<file path="src/rtl/dtr_pkg.sv">
// ---------------------------------------------------------------------------
// dtr_pkg: shared types and constants of the thermostat relay unit
// Field widths, family codes, fault codes and fixed temperature points.
// ---------------------------------------------------------------------------
package dtr_pkg;

  localparam int LimitW = 10;
  localparam int TempW  = 20;
  localparam int CmpW   = 21;

  localparam logic [7:0] FamS  = 8'h10;
  localparam logic [7:0] FamB  = 8'h28;
  localparam logic [7:0] Fam22 = 8'h22;

  localparam logic [1:0] Res9  = 2'b00;
  localparam logic [1:0] Res10 = 2'b01;
  localparam logic [1:0] Res11 = 2'b10;

  localparam logic [7:0] ExtCountPerDeg = 8'd16;
  localparam logic [15:0] ExtOffset     = 16'd12;
  localparam logic signed [TempW-1:0] OffsetX80 = 20'sd2560;

  // -99.9 F stands in for a faulted reading, -70 F is the heat floor
  localparam logic signed [CmpW-1:0] FaultX80 = -21'sd7992;
  localparam logic signed [CmpW-1:0] FloorX80 = -21'sd5600;

  localparam logic signed [LimitW-1:0] HighLimitRst = 10'sd50;
  localparam logic signed [LimitW-1:0] LowLimitRst  = 10'sd45;

  localparam logic RegHighLimit = 1'b0;
  localparam logic RegLowLimit  = 1'b1;

  typedef enum logic [1:0] {
    FAULT_NONE   = 2'd0,
    FAULT_NO_DEV = 2'd1,
    FAULT_CRC    = 2'd2,
    FAULT_FAMILY = 2'd3
  } fault_t;

  typedef struct packed {
    logic signed [TempW-1:0] temp;
    fault_t                  fault;
  } dec_t;

endpackage

</file>
<file path="src/rtl/dtr_decode.sv">
// ---------------------------------------------------------------------------
// dtr_decode: sensor reading decode
// Checks the search and CRC flags and the family, then turns the scratchpad
// bytes into a signed temperature in 1/80 F.
// ---------------------------------------------------------------------------
module dtr_decode
  import dtr_pkg::*;
(
  input  logic       device_found,
  input  logic       rom_crc_ok,
  input  logic [7:0] family_code,
  input  logic [7:0] temp_low_byte,
  input  logic [7:0] temp_high_byte,
  input  logic [7:0] resolution_byte,
  input  logic [7:0] count_remain,
  input  logic [7:0] count_per_degree,
  output dec_t       dec
);

  logic [15:0] raw;
  logic [15:0] shifted;
  logic [15:0] word;
  logic signed [TempW-1:0] wide;
  fault_t fault;

  assign raw     = {temp_high_byte, temp_low_byte};
  assign shifted = {raw[12:0], 3'b000};

  always_comb begin
    if (!device_found) begin
      fault = FAULT_NO_DEV;
    end else if (!rom_crc_ok) begin
      fault = FAULT_CRC;
    end else if (family_code != FamS && family_code != FamB && family_code != Fam22) begin
      fault = FAULT_FAMILY;
    end else begin
      fault = FAULT_NONE;
    end
  end

  always_comb begin
    if (family_code == FamS) begin
      if (count_per_degree == ExtCountPerDeg) begin
        // extended resolution: drop the half-degree bit, add 0.75 - remain/16
        word = {shifted[15:4], 4'b0000} + ExtOffset - {8'd0, count_remain};
      end else begin
        word = shifted;
      end
    end else begin
      unique case (resolution_byte[6:5])
        Res9:    word = {raw[15:3], 3'b000};
        Res10:   word = {raw[15:2], 2'b00};
        Res11:   word = {raw[15:1], 1'b0};
        default: word = raw;
      endcase
    end
  end

  // raw * 9 + 2560 as shift-and-add
  assign wide = ({{1{word[15]}}, word, 3'b000}) + {{4{word[15]}}, word} + OffsetX80;

  always_comb begin
    dec.fault = fault;
    dec.temp  = (fault == FAULT_NONE) ? wide : '0;
  end

endmodule

</file>
<file path="src/rtl/dtr_relay.sv">
// ---------------------------------------------------------------------------
// dtr_relay: hysteresis relay control
// Compares each reading with the limits and keeps the relay level.
// ---------------------------------------------------------------------------
module dtr_relay
  import dtr_pkg::*;
(
  input  logic                     clk,
  input  logic                     rst,
  input  logic                     update,
  input  dec_t                     dec,
  input  logic signed [LimitW-1:0] high_limit,
  input  logic signed [LimitW-1:0] low_limit,
  output logic                     level_next
);

  logic level;
  logic signed [CmpW-1:0] cmp;
  logic signed [CmpW-1:0] high_x80;
  logic signed [CmpW-1:0] low_x80;

  // limit * 80 = limit * 64 + limit * 16
  assign high_x80 = {{5{high_limit[LimitW-1]}}, high_limit, 6'd0}
                  + {{7{high_limit[LimitW-1]}}, high_limit, 4'd0};
  assign low_x80  = {{5{low_limit[LimitW-1]}}, low_limit, 6'd0}
                  + {{7{low_limit[LimitW-1]}}, low_limit, 4'd0};

  assign cmp = (dec.fault == FAULT_NONE) ? {dec.temp[TempW-1], dec.temp} : FaultX80;

  always_comb begin
    priority if (cmp > high_x80) begin
      level_next = 1'b0;
    end else if (cmp < low_x80 && cmp > FloorX80) begin
      level_next = 1'b1;
    end else begin
      level_next = level;
    end
  end

  always_ff @(posedge clk) begin
    if (rst) begin
      level <= 1'b0;
    end else if (update) begin
      level <= level_next;
    end
  end

endmodule

</file>
<file path="src/rtl/ds18x20_thermostat_relay_unit.sv">
// ---------------------------------------------------------------------------
// ds18x20_thermostat_relay_unit: temperature decode and thermostat relay
// Each input beat is one finished sensor reading; each output beat gives
// the temperature in 1/80 F, the relay level after that reading and a
// fault code.
//
// Channels use valid/stall: a beat moves on an edge with valid high and
// stall low. The input beat is captured in an input register; decode and
// the limit compare run from there into the result register, which drives
// out_valid. One beat per cycle is sustained while the output is not
// stalled; the path from input register to result register (decode, 20-bit
// add, limit compare) sets the rate.
// When the receiver stalls, the result holds, the input register still
// fills once, and in_stall rises only while both registers are full.
// Limits are written through cfg_write/cfg_index/cfg_data, by the user only
// while idle (the block does not enforce it). Reset empties both registers,
// turns the relay off and sets the limits to 50 F high and 45 F low.
// ---------------------------------------------------------------------------
module ds18x20_thermostat_relay_unit
  import dtr_pkg::*;
(
  input  logic                    clk,
  input  logic                    rst,
  input  logic                    cfg_write,
  input  logic                    cfg_index,
  input  logic [LimitW-1:0]       cfg_data,
  input  logic                    in_valid,
  output logic                    in_stall,
  input  logic                    device_found,
  input  logic                    rom_crc_ok,
  input  logic [7:0]              family_code,
  input  logic [7:0]              temp_low_byte,
  input  logic [7:0]              temp_high_byte,
  input  logic [7:0]              resolution_byte,
  input  logic [7:0]              count_remain,
  input  logic [7:0]              count_per_degree,
  output logic                    out_valid,
  input  logic                    out_stall,
  output logic signed [TempW-1:0] temp_f_x80,
  output logic                    relay_on,
  output logic [1:0]              fault_code
);

  logic signed [LimitW-1:0] high_limit;
  logic signed [LimitW-1:0] low_limit;

  logic       s1_valid;
  logic       s1_found;
  logic       s1_crc_ok;
  logic [7:0] s1_family;
  logic [7:0] s1_lo;
  logic [7:0] s1_hi;
  logic [7:0] s1_res;
  logic [7:0] s1_remain;
  logic [7:0] s1_per_deg;

  logic load;
  logic move;
  dec_t dec;
  logic level_next;

  assign move     = s1_valid && (!out_valid || !out_stall);
  assign load     = in_valid && !in_stall;
  assign in_stall = s1_valid && !move;

  always_ff @(posedge clk) begin
    if (rst) begin
      high_limit <= HighLimitRst;
      low_limit  <= LowLimitRst;
    end else if (cfg_write) begin
      unique case (cfg_index)
        RegHighLimit: high_limit <= cfg_data;
        RegLowLimit:  low_limit  <= cfg_data;
        default:      high_limit <= high_limit;
      endcase
    end
  end

  always_ff @(posedge clk) begin
    if (rst) begin
      s1_valid <= 1'b0;
    end else if (load) begin
      s1_valid <= 1'b1;
    end else if (move) begin
      s1_valid <= 1'b0;
    end
  end

  always_ff @(posedge clk) begin
    if (load) begin
      s1_found   <= device_found;
      s1_crc_ok  <= rom_crc_ok;
      s1_family  <= family_code;
      s1_lo      <= temp_low_byte;
      s1_hi      <= temp_high_byte;
      s1_res     <= resolution_byte;
      s1_remain  <= count_remain;
      s1_per_deg <= count_per_degree;
    end
  end

  dtr_decode u_decode (
    .device_found     (s1_found),
    .rom_crc_ok       (s1_crc_ok),
    .family_code      (s1_family),
    .temp_low_byte    (s1_lo),
    .temp_high_byte   (s1_hi),
    .resolution_byte  (s1_res),
    .count_remain     (s1_remain),
    .count_per_degree (s1_per_deg),
    .dec              (dec)
  );

  dtr_relay u_relay (
    .clk        (clk),
    .rst        (rst),
    .update     (move),
    .dec        (dec),
    .high_limit (high_limit),
    .low_limit  (low_limit),
    .level_next (level_next)
  );

  always_ff @(posedge clk) begin
    if (rst) begin
      out_valid <= 1'b0;
    end else if (move) begin
      out_valid <= 1'b1;
    end else if (!out_stall) begin
      out_valid <= 1'b0;
    end
  end

  always_ff @(posedge clk) begin
    if (move) begin
      temp_f_x80 <= dec.temp;
      relay_on   <= level_next;
      fault_code <= dec.fault;
    end
  end

endmodule

</file>
<file path="config.mk">
export PLATFORM = sky130hd
export DESIGN_NAME = ds18x20_thermostat_relay_unit
export DESIGN_NICKNAME = d
export VERILOG_FILES = /design/src/rtl/dtr_pkg.sv /design/src/rtl/dtr_decode.sv /design/src/rtl/dtr_relay.sv /design/src/rtl/ds18x20_thermostat_relay_unit.sv
export SDC_FILE = /design/constraint.sdc
export NUM_CORES = 1
export LEC_CHECK = 0
export BUFFER_PORTS_ARGS = -buffer_cell sky130_fd_sc_hd__buf_2
export CAP_MARGIN = 0
export CORE_MARGIN = 1.5
export CORE_UTILIZATION = 59
export CTS_CLUSTER_DIAMETER = 80
export CTS_CLUSTER_SIZE = 8
export DETAILED_ROUTE_END_ITERATION = 8
export PLACE_DENSITY_LB_ADDON = 0.3
export SETUP_SLACK_MARGIN = 0.1
export SLEW_MARGIN = 10
export SYNTH_ARGS = -nofsm -noshare
export SYNTH_HDL_FRONTEND = slang
export SYNTH_HIERARCHICAL = 1
export SYNTH_SLANG_ARGS = --single-unit
export TNS_END_PERCENT = 20
</file>
<file path="constraint.sdc">
create_clock -name clk -period 7.2 [get_ports clk]
set_input_delay 0.36 -clock clk [delete_from_list [all_inputs] [get_ports clk]]
set_output_delay 0.36 -clock clk [all_outputs]
set_load 0.03 [all_outputs]
</file>
## After elaboration in Yosys (flattened, before gate mapping)

Index checks and enable logic that the tools add are counted.
W data, S select, Z words.

| operators by class | value |
|---|---|
| add/sub/neg operators | 6 |
| $lt $le $gt $ge | 3 |
| eq/ne operators | 8 |
| muxes and demuxes | 14 |
| bitwise operators | 1 |
| reductions and logical operators | 16 |

Operators with widths:

| operator | number |
|---|---|
| $add A16 B14 Y17 | 2 |
| $mux W16 | 2 |
| $gt A21 B14 Y1 const B | 1 |
| $gt A21 B21 Y1 | 1 |
| $lt A21 B21 Y1 | 1 |
| $mux W21 | 1 |
| $add A19 B16 Y20 | 1 |
| $add A20 B12 Y20 const B | 1 |
| $mux W20 | 1 |
| $add A16 B4 Y16 const B | 1 |
| $eq A8 B5 Y1 const B | 2 |
| $ne A8 B6 Y1 const B | 2 |
| $sub A16 B8 Y16 | 1 |
| $pmux W3 S3 | 1 |
| $ne A8 B5 Y1 const B | 1 |
| $logic_and A1 B1 Y1 | 6 |
| $mux W1 | 6 |
| $mux W2 | 3 |
| $logic_not A1 Y1 | 4 |
| $logic_not A2 Y1 | 2 |
| $reduce_and A2 Y1 | 2 |
| $eq A2 B1 Y1 const B | 1 |
| $eq A2 B2 Y1 const B | 1 |
| $ne A2 B1 Y1 const B | 1 |
| other kinds (3) | 3 |

| storage, ports and cells | value |
|---|---|
| register bits after elaboration | 95 |
| bits of input ports | 66 |
| word-level logic and storage cells | 64 |

## Depth between registers and ports, before layout

Gate-level depths: netlist (run 1).

| depth | value |
|---|---|
| word-level depth | 13 |
| gate-level depth with buffers | 27 |
| depth with buffers taken out | 27 |

## Cells and area by module

The synthesis (run 1) kept the hierarchy.

By module, submodules not included:

| module | times used | cells each | area each (um^2) | seq. area each (um^2) |
|---|---|---|---|---|
| ds18x20_thermostat_relay_unit | 1 | 164 | 3115.5 | 2632.5 |
| dtr_decode | 1 | 263 | 1793.0 | 0.0 |
| dtr_relay | 1 | 207 | 1607.8 | 20.0 |

## Worst setup path before layout (run 1)

OpenSTA, ideal clock, no wires.

| timing | value |
|---|---|
| kind | reg-to-reg |
| start | register s1_family[0] |
| end | register relay_on (data pin) |
| library setup time | 0.254 ns |
| arrival | 5.679 ns |
| required time | 6.946 ns |
| slack | 1.266 ns |
| cell stages (with the launch flop) | 26 |
| path buffers | 3 |
| clock period less this slack | 5.934 ns |
| cells stage by stage | edfxtp_1 -> or4_4 -> or4_4 -> buf_6 -> buf_6 -> buf_2 -> nand2_1 -> o21ai_1 -> ha_1 -> ha_1 -> fa_1 -> a21o_1 -> a21oi_1 -> nor2b_1 -> o21ai_0 -> o31ai_1 -> xnor2_1 -> nor2_1 -> or3_1 -> ha_1 -> nand3_1 -> nor4_1 -> a21boi_1 -> nor3_1 -> a221o_1 -> o21a_1 |

RTL lines:

| item | RTL line | text |
|---|---|---|
| start, declared | ds18x20_thermostat_relay_unit.sv:50 | `logic [7:0] s1_family;` |
| start signal, assigned | ds18x20_thermostat_relay_unit.sv:93 | `s1_family <= family_code;` |
| end signal, assigned | ds18x20_thermostat_relay_unit.sv:137 | `relay_on <= level_next;` |
| end, declared | ds18x20_thermostat_relay_unit.sv:40 | `output logic relay_on,` |

==> reports/qor.yml, run 1 <==
outcome:
  status: "complete, no violations"
sta:
  finalSetupViolCount: 0
  tightest_slew_ps: 1103
  hold_viol: 0
  relSlewSlack_pct: 26.30
  finClkSkew_ps: 8.936
  rsz0062_at_grt: "false"
  fin_crit_ps: 6632
  period_share_pct: 92.11
  setup_tns_ps: 0
  slew_violations: 0
  max_freq_mhz: 150.8
floorplanning:
  placementRows: 37
  start_util_pct: 61.10
  coreArea_um2: 10370
  die_area_um2: 11370
  die_y_um: 106.6
  io_pins: 91
  die_x_um: 106.6
layout:
  fin_cells: 851
  num-nets-final: 860
  syn_to_final_growth_pct: 11.06
  antenna_cells: 0
  drive_above_1_share_pct: 17.06
synthesis:
  synthesis.area_um2: 6336
  avgSynthCellArea_um2: 10.09
  syn_nets: 778
  syn_inst: 628
  ys_warn_count: 6
detailed_routing:
  wl_mm: 12.84
  drt-pass1-iter-count: 4
  wl_per_cell_um: 15.09
  drtIter0Drc: 238
  num_vias: 4932
  ant_nets: 0
  drc: 0
  vias_per_cell: 5.796
critical_path:
  path_common_cell: "ha_1"
  cp.required_ps: 7320
  worst_setup_path_end_kind: "flop"
  crit_slowest_cell: "or4_4"
  path_cells: "or4_4 > or4_4 > nor2_1 > a32o_1 > ha_1 > ha_1 > fa_1 > a21o_1 > a21oi_1 > nor2b_1 > o21ai_0 > o21ai_0 > xnor2_1 > nor2_1 > or3_1 > ha_1 > nand2_1 > nor4_1 > a21boi_1 > nor3_1 > a221o_1 > o21a_1"
  start_kind: "flop"
  slowest_delay_ps: 680
  crit_type: "flop to flop"
  critPathArrivalTime_ps: 6750
  path_max_fanout: 34
clock_network:
  cts_buffer_depth: 2
  clk_latency_ps: 360
  cts_root_buf: "clkbuf_8"
  h-tree-depth: 3
  postCtsSetupBuffers: 0
  clk_pin_slew_worst_paths_ps: 90
  clock-sinks: 90
  cts_inserted_buffers: 9
  cts_tree: "built"
  ctsResizeCount: 0
  cts_hold_buf: 0
placement:
  dp_hpwl_mm: 10.22
  placed_cells: 835
  portBuffers: 84
  gp_congestion: 0.8824
grt:
  grt_pass1_wl_mm: 21.70
  grt_use_total_pct: 23.70
  grt-ovfl-total: 0
  grt_pass1_vias: 4928
  grt_max_degree: 45
  antenna_found_initial: 0
power_and_ir_drop:
  vdd_drop_max_v: 0.0001355
  p_leak_nw: 3.013
  power_density_nw_per_um2: 173.7
min_path:
  min_path_type: "input pin to flop"
flow_run:
  cap_violations: 0
==> power by group <==
part	internal, mW	switching [mW]
combinational	0.129	0.168
clock	0.131	0.188
sequential	0.586	0.0189
==> state kept, by name (all words and copies together), names as in the netlist, 2 cells and up <==
signal      cells
s1_res          2
fault_code      2
s1_hi           8
temp_f_x80     20
low_limit      10
high_limit     10
s1_lo           8
s1_per_deg      8
s1_remain       8
s1_family       8
==> layout make-up <==
class / count / area (um^2)
multi-input cells: 483 / 3625
fillers: 812 / 3333
flip-flops and latches: 90 / 2472
repair buffers: 86 / 435.4
well taps: 136 / 170.2
inverters: 40 / 150.1
clock buffers: 9 / 123.9
clock inverters: 7 / 60.06
==> routing by layer <==
metal	GRT usage, %	up-vias	wire length (um)	part of all wire (%)
met5	0	-	0	0
met4	7.524	0	167	1.3
met3	4.377	16	671	5.2
met2	39.93	139	6036	47
met1	31.00	2295	5964	46
li1	-	2482	-	-
==> through the flow <==
stage                     instance area [um^2]  utilization [%]  total power, mW  worst slack [ps]  hold WS, ps
after floorplan                           6336                -           0.8356              1266        452.8
after global placement                    6853            66.08           0.8936             915.1        467.7
after detailed placement                  6853            66.08           0.9091             700.0        503.7
final                                     7037            67.86            1.222             568.4        167.4
after CTS                                 7037            67.86            1.229             666.0        151.3
after global routing                      7037            67.86            1.287             177.2        145.0
==> final timing paths <==
| kind | startpoint | end | slack [ps] | cells past startpoint |
|---|---|---|---|---|
| max reg2reg | s1_family[0] | relay_on | 570 | 22 |
| max | s1_family[0] | relay_on | 570 | 22 |
| min reg2reg | high_limit[8] | high_limit[8] | 520 | 2 |
| min | count_per_degree[6] | s1_per_deg[6] | 170 | 1 |
==> critical path: cells and delay by family, from the launching register on <==
kind	cells	cell delay [ps]
xor+xnor	1	210
flops	1	360
compound gates	8	1930
simple gates	9	2670
fa+ha+maj	4	1210
==> placed cells by master, fill, tap and decap left out, types with 4 or more instances in the layout <==
master / count
nand2b_1: 21
and2_1: 8
a211o_1: 5
nor2_1: 50
edfxtp_1: 67
o21bai_1: 6
nor4b_1: 4
o21ai_1: 10
nor2b_1: 9
nand4_1: 5
a21oi_1: 51
o21a_1: 5
nand3_1: 15
clkbuf_8: 9
mux2i_1: 12
xnor2_1: 17
dfxtp_1: 23
o21ai_0: 18
o211ai_1: 9
a21o_1: 17
nor3_1: 5
buf_2: 84
or4_4: 4
xor2_1: 23
inv_1: 40
a31oi_1: 4
or3_1: 14
nor4_1: 6
ha_1: 81
nand2_1: 29
(Power assumes the default switching activity.)
==> run 2: changes to the inputs <==
--- a/config.mk
+++ b/config.mk
@@ -8,7 +8,7 @@
 export BUFFER_PORTS_ARGS = -buffer_cell sky130_fd_sc_hd__buf_2
 export CAP_MARGIN = 0
 export CORE_MARGIN = 1.5
-export CORE_UTILIZATION = 59
+export CORE_UTILIZATION = 35
 export CTS_CLUSTER_DIAMETER = 80
 export CTS_CLUSTER_SIZE = 8
 export DETAILED_ROUTE_END_ITERATION = 8
==> run 2 against run 1 <==
Compared with the run above:
- largest cell class unchanged
- count of clock-buffer cells in the layout stayed put
- power is 14% higher
- largest power group unchanged
- global-route usage is 9.2 points lower
==> reports/qor.yml, run 2 (synthesis gave the netlist of run 1 again) <==
detailed_routing:
  drt-pass1-iter-count: 4
  vias_per_cell: 5.000
  num_vias: 4725
  wl_per_cell_um: 13.60
  drc: 0
  wl_mm: 12.86
  drtIter0Drc: 186
  ant_nets: 0
critical_path:
  start_kind: "flop"
  path_common_cell: "ha_1"
  crit_type: "flop to flop"
  worst_setup_path_end_kind: "flop"
  path_max_fanout: 34
  crit_slowest_cell: "or4_4"
  slowest_delay_ps: 680
  path_cells: "or4_4 > or4_4 > nor2_1 > a32o_1 > ha_1 > ha_1 > fa_1 > a21o_1 > a21oi_1 > nor2b_1 > o21ai_0 > o31ai_1 > xnor2_1 > nor2_1 > or3_1 > ha_1 > nand3_1 > nor4_1 > a21boi_1 > nor3_1 > a221o_1 > o21a_1"
  critPathArrivalTime_ps: 6540
  cp.required_ps: 7310
clock_network:
  cts_inserted_buffers: 9
  cts_root_buf: "clkbuf_16"
  ctsResizeCount: 0
  postCtsSetupBuffers: 0
  cts_tree: "built"
  h-tree-depth: 3
  clock-sinks: 90
  clk_latency_ps: 350
  clk_pin_slew_worst_paths_ps: 80
  cts_buffer_depth: 2
  cts_hold_buf: 0
sta:
  finalSetupViolCount: 0
  max_freq_mhz: 155.5
  relSlewSlack_pct: 52.65
  setup_tns_ps: 0
  slew_violations: 0
  rsz0062_at_grt: "false"
  fin_crit_ps: 6432
  setup_ws_ps: 768.1
  period_share_pct: 89.33
  tightest_slew_ps: 708.3
  finClkSkew_ps: 10.52
  hold_viol: 0
  hold_ws_ps: 175.0
layout:
  antenna_cells: 0
  largest_reg_flops: 20
  num-nets-final: 861
  top_regs: "temp_f_x80 x20, high_limit x10, low_limit x10"
  layout_commonest_cell: "buf_2"
  drive_above_1_share_pct: 17.32
  syn_to_final_growth_pct: 14.97
  largest_register: "temp_f_x80"
  finish.utilization_pct: 40.83
  final_cell_area_um2: 7284
  final_cell_mix: "buf_2, ha_1, edfxtp_1"
grt:
  busiest_layer: "met2"
  grt_use_total_pct: 14.48
  grt-ovfl-total: 0
  grt_max_degree: 45
  met3_usage_pct: 3.716
  met1_usage_pct: 19.56
  antenna_found_initial: 0
  grt_pass1_vias: 4523
  grt_pass1_wl_mm: 21.35
  globalRouteMet2Util_pct: 22.39
power_and_ir_drop:
  power_density_nw_per_um2: 191.3
  vdd_drop_max_v: 0.0001264
  p_leak_nw: 3.072
  share_seq_of_total_power_pct: 43.4
  pwr-share-clk_pct: 35.7
  p_sw_share_pct: 28.93
  p_comb_share_pct: 20.9
  power.switching_mw: 0.4032
  internal_power_mw: 0.9904
floorplanning:
  coreArea_um2: 17840
  placementRows: 49
  die_x_um: 137.5
  start_util_pct: 35.51
  io_pins: 91
  die_area_um2: 18920
  die_y_um: 137.5
placement:
  gp_congestion: 0.8182
  pre_cts_slack_ps: 802.2
  dp_hpwl_mm: 10.13
  portBuffers: 84
  placement.cell_area_um2: 6977
flow_run:
  cap_violations: 0
outcome:
  status: "complete, no violations"
min_path:
  min_path_type: "input pin to flop"
==> run 2: cell count changes in the layout (fill, tap and decap cells not counted), sizes merged <==
cell and change:
clkinvlp +1, buf +1, clkinv -3, inv +1, bufinv +1
==> run 2: metrics by stage <==
stage                     std cells  total power, mW
after floorplan                 628           0.8356
after global placement          929           0.9060
after detailed placement        929           0.9081
after CTS                       945            1.410
after global routing            945            1.470
final                           945            1.394
==> run 2: path summary, 6_finish.rpt <==
kind / start / cells past startpoint / slack, ps / end
hold / removal: temp_high_byte[6] / 1 / 170 / s1_hi[6]
hold reg to reg: s1_valid / 2 / 490 / out_valid
setup / recovery: s1_family[0] / 22 / 770 / relay_on
setup reg to reg: s1_family[0] / 22 / 770 / relay_on
==> run 2: cell type report <==
cell class | instances | area (um^2)
Sequential cell | 90 | 2472
Clock buffer | 9 | 225.2
Fill cell | 1761 | 10560
Tap cell | 229 | 286.5
Multi-Input combinational cell | 483 | 3625
Timing Repair Buffer | 87 | 442.9
Clock inverter | 7 | 82.58
Inverter | 40 | 150.1
==> run 2: metal layers <==
layer  vias up  share of wire, %
li1       2489                 -
met4         0               1.4
met5         -                 0
met1      2148                50
met3        10               5.0
met2        78                43
==> run 2: power by group through the flow <==
| stage | registers, mW | logic (mW) | clock network, mW |
|---|---|---|---|
| 6_report | 0.605 | 0.291 | 0.498 |
| 5_1_grt | 0.609 | 0.332 | 0.529 |
| 4_1_cts | 0.606 | 0.293 | 0.511 |
| 3_5_place_dp | 0.617 | 0.291 | 0 |
| 3_3_place_gp | 0.617 | 0.289 | 0 |
| 2_1_floorplan | 0.626 | 0.210 | 0 |
==> run 2: worst max-delay path: cells and delay by family, from the launching register on <==
family	cells	cell delay, ps
adder cells (fa/ha/maj)	4	1180
AO/OA/AOI/OAI	8	1810
AND/OR/NAND/NOR	9	2670
XOR/XNOR	1	150
flip-flops	1	360
